File: config.mk
export PLATFORM = sky130hd
export DESIGN_NAME = base64_lsb_first_encoder
export DESIGN_NICKNAME = d
export VERILOG_FILES = /design/src/hw/rtl/b64e_pkg.sv /design/src/hw/rtl/b64e_packer.sv /design/src/hw/rtl/base64_lsb_first_encoder.sv
export SDC_FILE = /design/constraint.sdc
export NUM_CORES = 1
export LEC_CHECK = 0
export BUFFER_PORTS_ARGS = -buffer_cell sky130_fd_sc_hd__buf_4
export CELL_PAD_IN_SITES_DETAIL_PLACEMENT = 0
export CELL_PAD_IN_SITES_GLOBAL_PLACEMENT = 1
export CORE_MARGIN = 3
export CORE_UTILIZATION = 35
export DETAILED_ROUTE_END_ITERATION = 10
export HOLD_SLACK_MARGIN = 0.02
export PLACE_DENSITY_LB_ADDON = 0.1
export SYNTH_ARGS = -nofsm -noshare
export SYNTH_HDL_FRONTEND = slang
export SYNTH_SLANG_ARGS = --single-unit
File: constraint.sdc
create_clock -name clk -period 5.5 [get_ports clk]
set_input_delay 0.275 -clock clk [delete_from_list [all_inputs] [get_ports clk]]
set_output_delay 0.275 -clock clk [all_outputs]
set_load 0.01 [all_outputs]
File: src/hw/rtl/b64e_pkg.sv
`timescale 1ns / 1ps
`default_nettype none
// ----------------------------------------------------------------------------
// b64e_pkg
// Types, constants and the digit mapping shared by the lsb-first base64 encoder
// ----------------------------------------------------------------------------
package b64e_pkg;

  localparam int unsigned BYTE_W  = 8;
  localparam int unsigned GROUP_W = 6;
  localparam int unsigned CHAR_W  = 7;
  localparam int unsigned ACC_W   = 2 * GROUP_W;

  localparam logic [CHAR_W-1:0] CHAR_ZERO  = 7'd48;  // '0'
  localparam logic [CHAR_W-1:0] CHAR_LOW_A = 7'd97;  // 'a'
  localparam logic [CHAR_W-1:0] CHAR_UP_A  = 7'd65;  // 'A'
  localparam logic [CHAR_W-1:0] CHAR_DASH  = 7'd45;  // '-'
  localparam logic [CHAR_W-1:0] CHAR_EQ    = 7'd61;  // '='

  localparam logic [2:0] CNT_NONE = 3'd0;
  localparam logic [2:0] CNT_TWO  = 3'd2;
  localparam logic [2:0] CNT_FOUR = 3'd4;

  typedef struct packed {
    logic [BYTE_W-1:0] data_byte;
    logic              end_of_message;
  } in_item_t;

  typedef struct packed {
    logic [CHAR_W-1:0] digit_char;
    logic              last_digit;
  } out_item_t;

  // groups of one byte: group 0 in the low bits, group 1 above it, zero-padded when not full
  typedef struct packed {
    logic [ACC_W-1:0] groups;
    logic             two;
    logic             last;
  } pack_t;

  function automatic logic [CHAR_W-1:0] to_digit(input logic [GROUP_W-1:0] v);
    logic [CHAR_W-1:0] vx;
    vx = {1'b0, v};
    if (v < 6'd10)       return vx + CHAR_ZERO;
    else if (v < 6'd36)  return vx - 7'd10 + CHAR_LOW_A;
    else if (v < 6'd62)  return vx - 7'd36 + CHAR_UP_A;
    else if (v == 6'd62) return CHAR_DASH;
    else                 return CHAR_EQ;
  endfunction

endpackage
`default_nettype wire

File: src/hw/rtl/b64e_packer.sv
`timescale 1ns / 1ps
`default_nettype none
// ----------------------------------------------------------------------------
// b64e_packer
// Appends a byte to the pending stream bits and splits it into 6-bit groups
// ----------------------------------------------------------------------------
module b64e_packer
  import b64e_pkg::*;
(
  input  wire logic     clk,
  input  wire logic     rst,
  input  wire logic     take,
  input  wire in_item_t item,
  output pack_t         pack
);

  logic [3:0]       leftover_bits;
  logic [2:0]       leftover_count;
  logic [3:0]       leftover_bits_next;
  logic [2:0]       leftover_count_next;
  logic [ACC_W-1:0] acc;
  logic             four_pending;

  always_comb begin
    four_pending        = 1'b0;
    leftover_bits_next  = 4'd0;
    leftover_count_next = CNT_NONE;
    case (leftover_count)
      CNT_NONE: begin
        acc                 = {4'd0, item.data_byte};
        leftover_bits_next  = {2'b00, item.data_byte[7:6]};
        leftover_count_next = CNT_TWO;
      end
      CNT_TWO: begin
        acc                 = {2'd0, item.data_byte, leftover_bits[1:0]};
        leftover_bits_next  = item.data_byte[7:4];
        leftover_count_next = CNT_FOUR;
      end
      default: begin
        acc          = {item.data_byte, leftover_bits};
        four_pending = 1'b1;
      end
    endcase
    if (item.end_of_message) begin
      leftover_bits_next  = 4'd0;
      leftover_count_next = CNT_NONE;
    end
    pack.groups = acc;
    // a second digit appears with four pending bits; a padded one only on the last byte
    pack.two    = four_pending || item.end_of_message;
    pack.last   = item.end_of_message;
  end

  always_ff @(posedge clk) begin
    if (rst) begin
      leftover_bits  <= 4'd0;
      leftover_count <= CNT_NONE;
    end else if (take) begin
      leftover_bits  <= leftover_bits_next;
      leftover_count <= leftover_count_next;
    end
  end

endmodule
`default_nettype wire

File: src/hw/rtl/base64_lsb_first_encoder.sv
// Each byte is registered in the digit stage, each of its digits then in the
// output register, a second digit (if any) after the first. Throughput: one
// byte per cycle, set by the single digit-per-cycle output register, when it
// yields one digit and out_ready holds; else in_ready waits on the last digit.
// Reset: synchronous, clears pending bits, the digit stage and the output.
`timescale 1ns / 1ps
`default_nettype none
// ----------------------------------------------------------------------------
// base64_lsb_first_encoder
// Byte stream to base64 digits, bits taken least significant first
// ----------------------------------------------------------------------------
module base64_lsb_first_encoder
  import b64e_pkg::*;
(
  input  wire logic      clk,
  input  wire logic      rst,
  input  wire logic      in_valid,
  output logic           in_ready,
  input  wire in_item_t  in_data,
  input  wire logic      out_ready,
  output logic           out_valid,
  output out_item_t      out_data
);

  pack_t            pack;
  logic             take;
  logic             stg_valid;
  logic [ACC_W-1:0] stg_groups;
  logic             stg_two;
  logic             stg_last;
  logic             stg_idx;
  logic             out_load;
  logic             emit;
  logic             stg_done;
  logic [GROUP_W-1:0] group_sel;

  b64e_packer u_packer (
    .clk  (clk),
    .rst  (rst),
    .take (take),
    .item (in_data),
    .pack (pack)
  );

  assign out_load  = !out_valid || out_ready;
  assign emit      = stg_valid && out_load;
  assign stg_done  = emit && (stg_idx || !stg_two);
  assign in_ready  = !stg_valid || stg_done;
  assign take      = in_valid && in_ready;
  assign group_sel = stg_idx ? stg_groups[ACC_W-1:GROUP_W] : stg_groups[GROUP_W-1:0];

  always_ff @(posedge clk) begin
    if (rst) begin
      stg_valid <= 1'b0;
      stg_idx   <= 1'b0;
    end else if (take) begin
      stg_valid <= 1'b1;
      stg_idx   <= 1'b0;
    end else if (stg_done) begin
      stg_valid <= 1'b0;
      stg_idx   <= 1'b0;
    end else if (emit) begin
      stg_idx   <= 1'b1;
    end
  end

  always_ff @(posedge clk) begin
    if (take) begin
      stg_groups <= pack.groups;
      stg_two    <= pack.two;
      stg_last   <= pack.last;
    end
  end

  always_ff @(posedge clk) begin
    if (rst) begin
      out_valid <= 1'b0;
    end else if (emit) begin
      out_valid <= 1'b1;
    end else if (out_ready) begin
      out_valid <= 1'b0;
    end
  end

  always_ff @(posedge clk) begin
    if (emit) begin
      out_data.digit_char <= to_digit(group_sel);
      out_data.last_digit <= stg_last && (stg_idx || !stg_two);
    end
  end

`ifndef SYNTHESIS
  // while the stage holds a byte, a new one only enters as it hands over its final digit
  a_ready_only_on_drain: assert property (@(posedge clk) disable iff (rst)
    (in_ready && stg_valid) |-> stg_done)
    else $error("input ready while digit stage still busy");

  a_idx_needs_two: assert property (@(posedge clk) disable iff (rst)
    (stg_valid && stg_idx) |-> stg_two)
    else $error("second digit selected for a one-digit byte");

  a_emit_shows_output: assert property (@(posedge clk) disable iff (rst)
    emit |=> out_valid)
    else $error("emitted digit missing from output register");

  a_reset_clears: assert property (@(posedge clk)
    rst |=> (!out_valid && !stg_valid))
    else $error("reset left a digit pending");
`endif

endmodule
`default_nettype wire
==> qor.log <==
qor: pwr.totalPowerFinal 590.9 uW
qor: worst_setup_path.cp_data_arrival_time 2.75 ns
qor: yosys.yosys_warnings 0
qor: global_routing.grt_pass1_wl 5.830 mm
qor: yosys.synthDominantCellAreaShare 0.3840
qor: yosys.synth.top_cells.by_count 22 x edfxtp_1, 15 x nand2_1, 12 x a21oi_1
qor: worst_setup_path.crit_path_end_kind register
qor: floorplan.floorplan.io_pins 23
qor: global_routing.grt_max_degree 21
qor: clocking.cts-hold-fix-buffers 0
qor: sta.grt_setup_unrepaired no
qor: routing.drt_drc_violations_left 0
qor: routing.wl_per_cell 14.37 um
qor: routing.count_of_nets_left_with_antenna_violations_after_detail_routing 0
qor: final_layout.post_route_cells_drive_above_1_share 0.2611
qor: routing.routed_wl 3.521 mm
qor: worst_setup_path.slowest_stage dfxtp_1
qor: sta.fin_tns_setup 0 ns
qor: final_layout.design.final.nets 198
qor: yosys.synth_nets 175
qor: sta.hold_violations 0
qor: clocking.clock_tree_sinks 31
qor: sta.setup_viol 0
qor: floorplan.chipHeight 76.11 um
qor: yosys.leading_area_contributor_after_synthesis edfxtp_1
qor: yosys.asyncSetResetFlopFracSynth 0
qor: final_layout.fin_util 0.4492
qor: sta.timing.slew.headroom 0.4359
qor: routing.drt-pass1-iter-count 4
qor: final_layout.fillCellCount 445
qor: clocking.clockRootBuffer clkbuf_8
qor: pwr.powerDensity 290.1 nW/um2
qor: pwr.ir_drop 0.09241 mV
qor: floorplan.start_util 0.3794
qor: pwr.leakagePower 0.7552 nW
qor: final_layout.post-route-cell-area 2037 um2
qor: floorplan.floorplan.die.width 76.11 um
qor: worst_setup_path.max_stage_delay 0.63 ns
qor: worst_setup_path.setup.worst_path.class register to register
qor: yosys.netlist_instances 156
qor: routing.vias 1228
qor: final_layout.number_of_antenna_repair_diodes 0
qor: floorplan.fp.dieArea 5793 um2
qor: outcome.status finished, final reports clean
qor: sta.maxSlewViolCount 0
qor: yosys.synthMostInstantiatedCell edfxtp_1
qor: yosys.number_of_synthesized_register_bits 31
qor: routing.drt-initial-drc-count 50
qor: placed_design.gp_congestion 0.7947
qor: min_path.hold_path.class input port to register
qor: placed_design.total_half_perimeter_wirelength_after_legalization_and_detailed_placement 2.693 mm
qor: clocking.clock_transition_at_the_registers_of_the_reported_paths 0.07 ns
qor: floorplan.row_count 24
qor: yosys.number_of_distinct_library_cell_variants_in_the_gate_level_netlist_after_synthesis 42
qor: job.max_cap_viol_count 0
qor: yosys.synth_enable_flop_cells 22
qor: yosys.post_synthesis_average_cell_area 11.03 um2
qor: sta.fin_skew 0.005608 ns
qor: yosys.synth_flop_cell edfxtp_1
qor: global_routing.grt_remaining_overflow 0
qor: global_routing.groute.usage.overall 0.1279
qor: clocking.tritoncts.num_buffers 5
qor: clocking.cts-resized-gates 0
qor: yosys.mapped_cell_area 1720 um2
qor: yosys.yosys-top-cells-area edfxtp_1 38%, dfxtp_1 10%, mux2i_1 5.8%
qor: placed_design.buffer_ports.inserted 22
qor: sta.timing_worst_slew_pin_value 0.8444 ns
qor: clocking.total_number_of_h_tree_levels 2
qor: sta.fmax 381.1 MHz
qor: clocking.clock_path_buffers 2
qor: worst_setup_path.cp-start-kind register
qor: global_routing.grt_pass1_vias 1209
qor: worst_setup_path.required 5.63 ns
qor: sta.finalWorstPathRequiredPeriod 2.624 ns
qor: worst_setup_path.cells_traversed_along_the_worst_timing_path mux2i_1, inv_1, ha_1, nor4b_4, a311o_2, a21oi_1, a2bb2oi_1
qor: global_routing.antenna_violations_before_repair 0
qor: routing.vias_per_cell 5.012
qor: sta.layout_worst_path_cycle_share 0.4771
qor: final_layout.area.growth.synth_to_final 18.40%
qor: clocking.post_cts.repair.setup_buffers 0
qor: yosys.synth_seq_area_share 0.4887
qor: clocking.clkLatencyLatePin 0.28 ns
qor: clocking.cts_tree built
qor: worst_setup_path.critical_path_peak_fanout 13
qor: floorplan.placeableCoreArea 4534 um2
qor: placed_design.post_dp_cell_area 1933 um2
## where the power goes
| part | internal (mW) | switching (mW) |
|---|---|---|
| clock network | 0.114 | 0.0846 |
| logic | 0.0508 | 0.0616 |
| registers | 0.271 | 0.00893 |
## worst paths after layout
kind / start / to / slack (ns) / depth (start not counted)
worst max-delay path: stg_idx / out_data[5] / 2.88 / 7
worst min-delay path: in_data[0] / stg_last / 0.18 / 1
worst max register to register: stg_idx / out_data[5] / 2.88 / 7
worst min register to register: u_packer.leftover_bits[2] / u_packer.leftover_bits[2] / 0.46 / 2
## layer usage
metal / wire length, um / up-vias / global-route usage / part of all wire
li1: - / 624 / - / -
met5: 0 / - / 0 / 0
met1: 1553 / 563 / 0.1501 / 0.44
met3: 151 / 10 / 0.03901 / 0.043
met2: 1727 / 31 / 0.2092 / 0.49
met4: 89 / 0 / 0.06884 / 0.025
## through the flow
stage | hold WS [ns] | cells | setup slack [ns]
2_1_floorplan | 0.3739 | 156 | 3.195
3_3_place_gp | 0.4418 | 237 | 2.919
3_5_place_dp | 0.4505 | 237 | 2.883
4_1_cts | 0.1687 | 245 | 2.874
5_1_grt | 0.1596 | 245 | 2.589
6_report | 0.1814 | 245 | 2.876
## state kept, by name (all words and copies together), names as in the netlist
register,count
stg_groups,12
stg_last,1
out_valid,1
u_packer.leftover_bits,4
u_packer.leftover_count,2
out_data,8
stg_two,1
stg_valid,1
stg_idx,1
## critical path: cells and delay by family (launching register included)
family                   cells  cell delay [ns]
flip-flops                   1             0.63
multiplexers                 1             0.56
buffers and inverters        1             0.12
adder cells (fa/ha/maj)      1             0.26
AND/OR/NAND/NOR              1             0.17
AO/OA/AOI/OAI                3             0.73
## cells by family (layout without fill, tap and decap cells)
group	Yosys count	after routing	synth area share
DFF	31	31	0.4887
buffers and inverters	13	37	0.03491
xor gates and xnor gates	1	1	0.005092
muxes	19	19	0.1185
and+or+nand+nor	50	50	0.1571
adders and majority gates	6	6	0.04364
AOI/OAI and AO/OA	36	36	0.1520
## layout make-up
cell class	instances	area, um2	share of cell area
Sequential cell	31	840.8	0.4128
Multi-Input combinational cell	112	819.5	0.4023
Timing Repair Buffer	22	165.2	0.08108
Clock buffer	7	96.34	0.04730
Tap cell	65	81.33	0.03993
Inverter	7	26.28	0.01290
Clock inverter	1	7.507	0.003686
## placed cells by master, fill, tap and decap left out, drive strengths merged, types with 3 or more instances in the layout
cell type and count:
mux2 8, nor2 11, dfxtp 9, buf 22
nor2b 4, a2bb2oi 3, edfxtp 22, nand3 4
mux2i 11, o21ai 7, clkbuf 7, a21oi 12
nand2 15, inv 7, ha 6, nor3 3
Power figures use the tool's default switching activity.
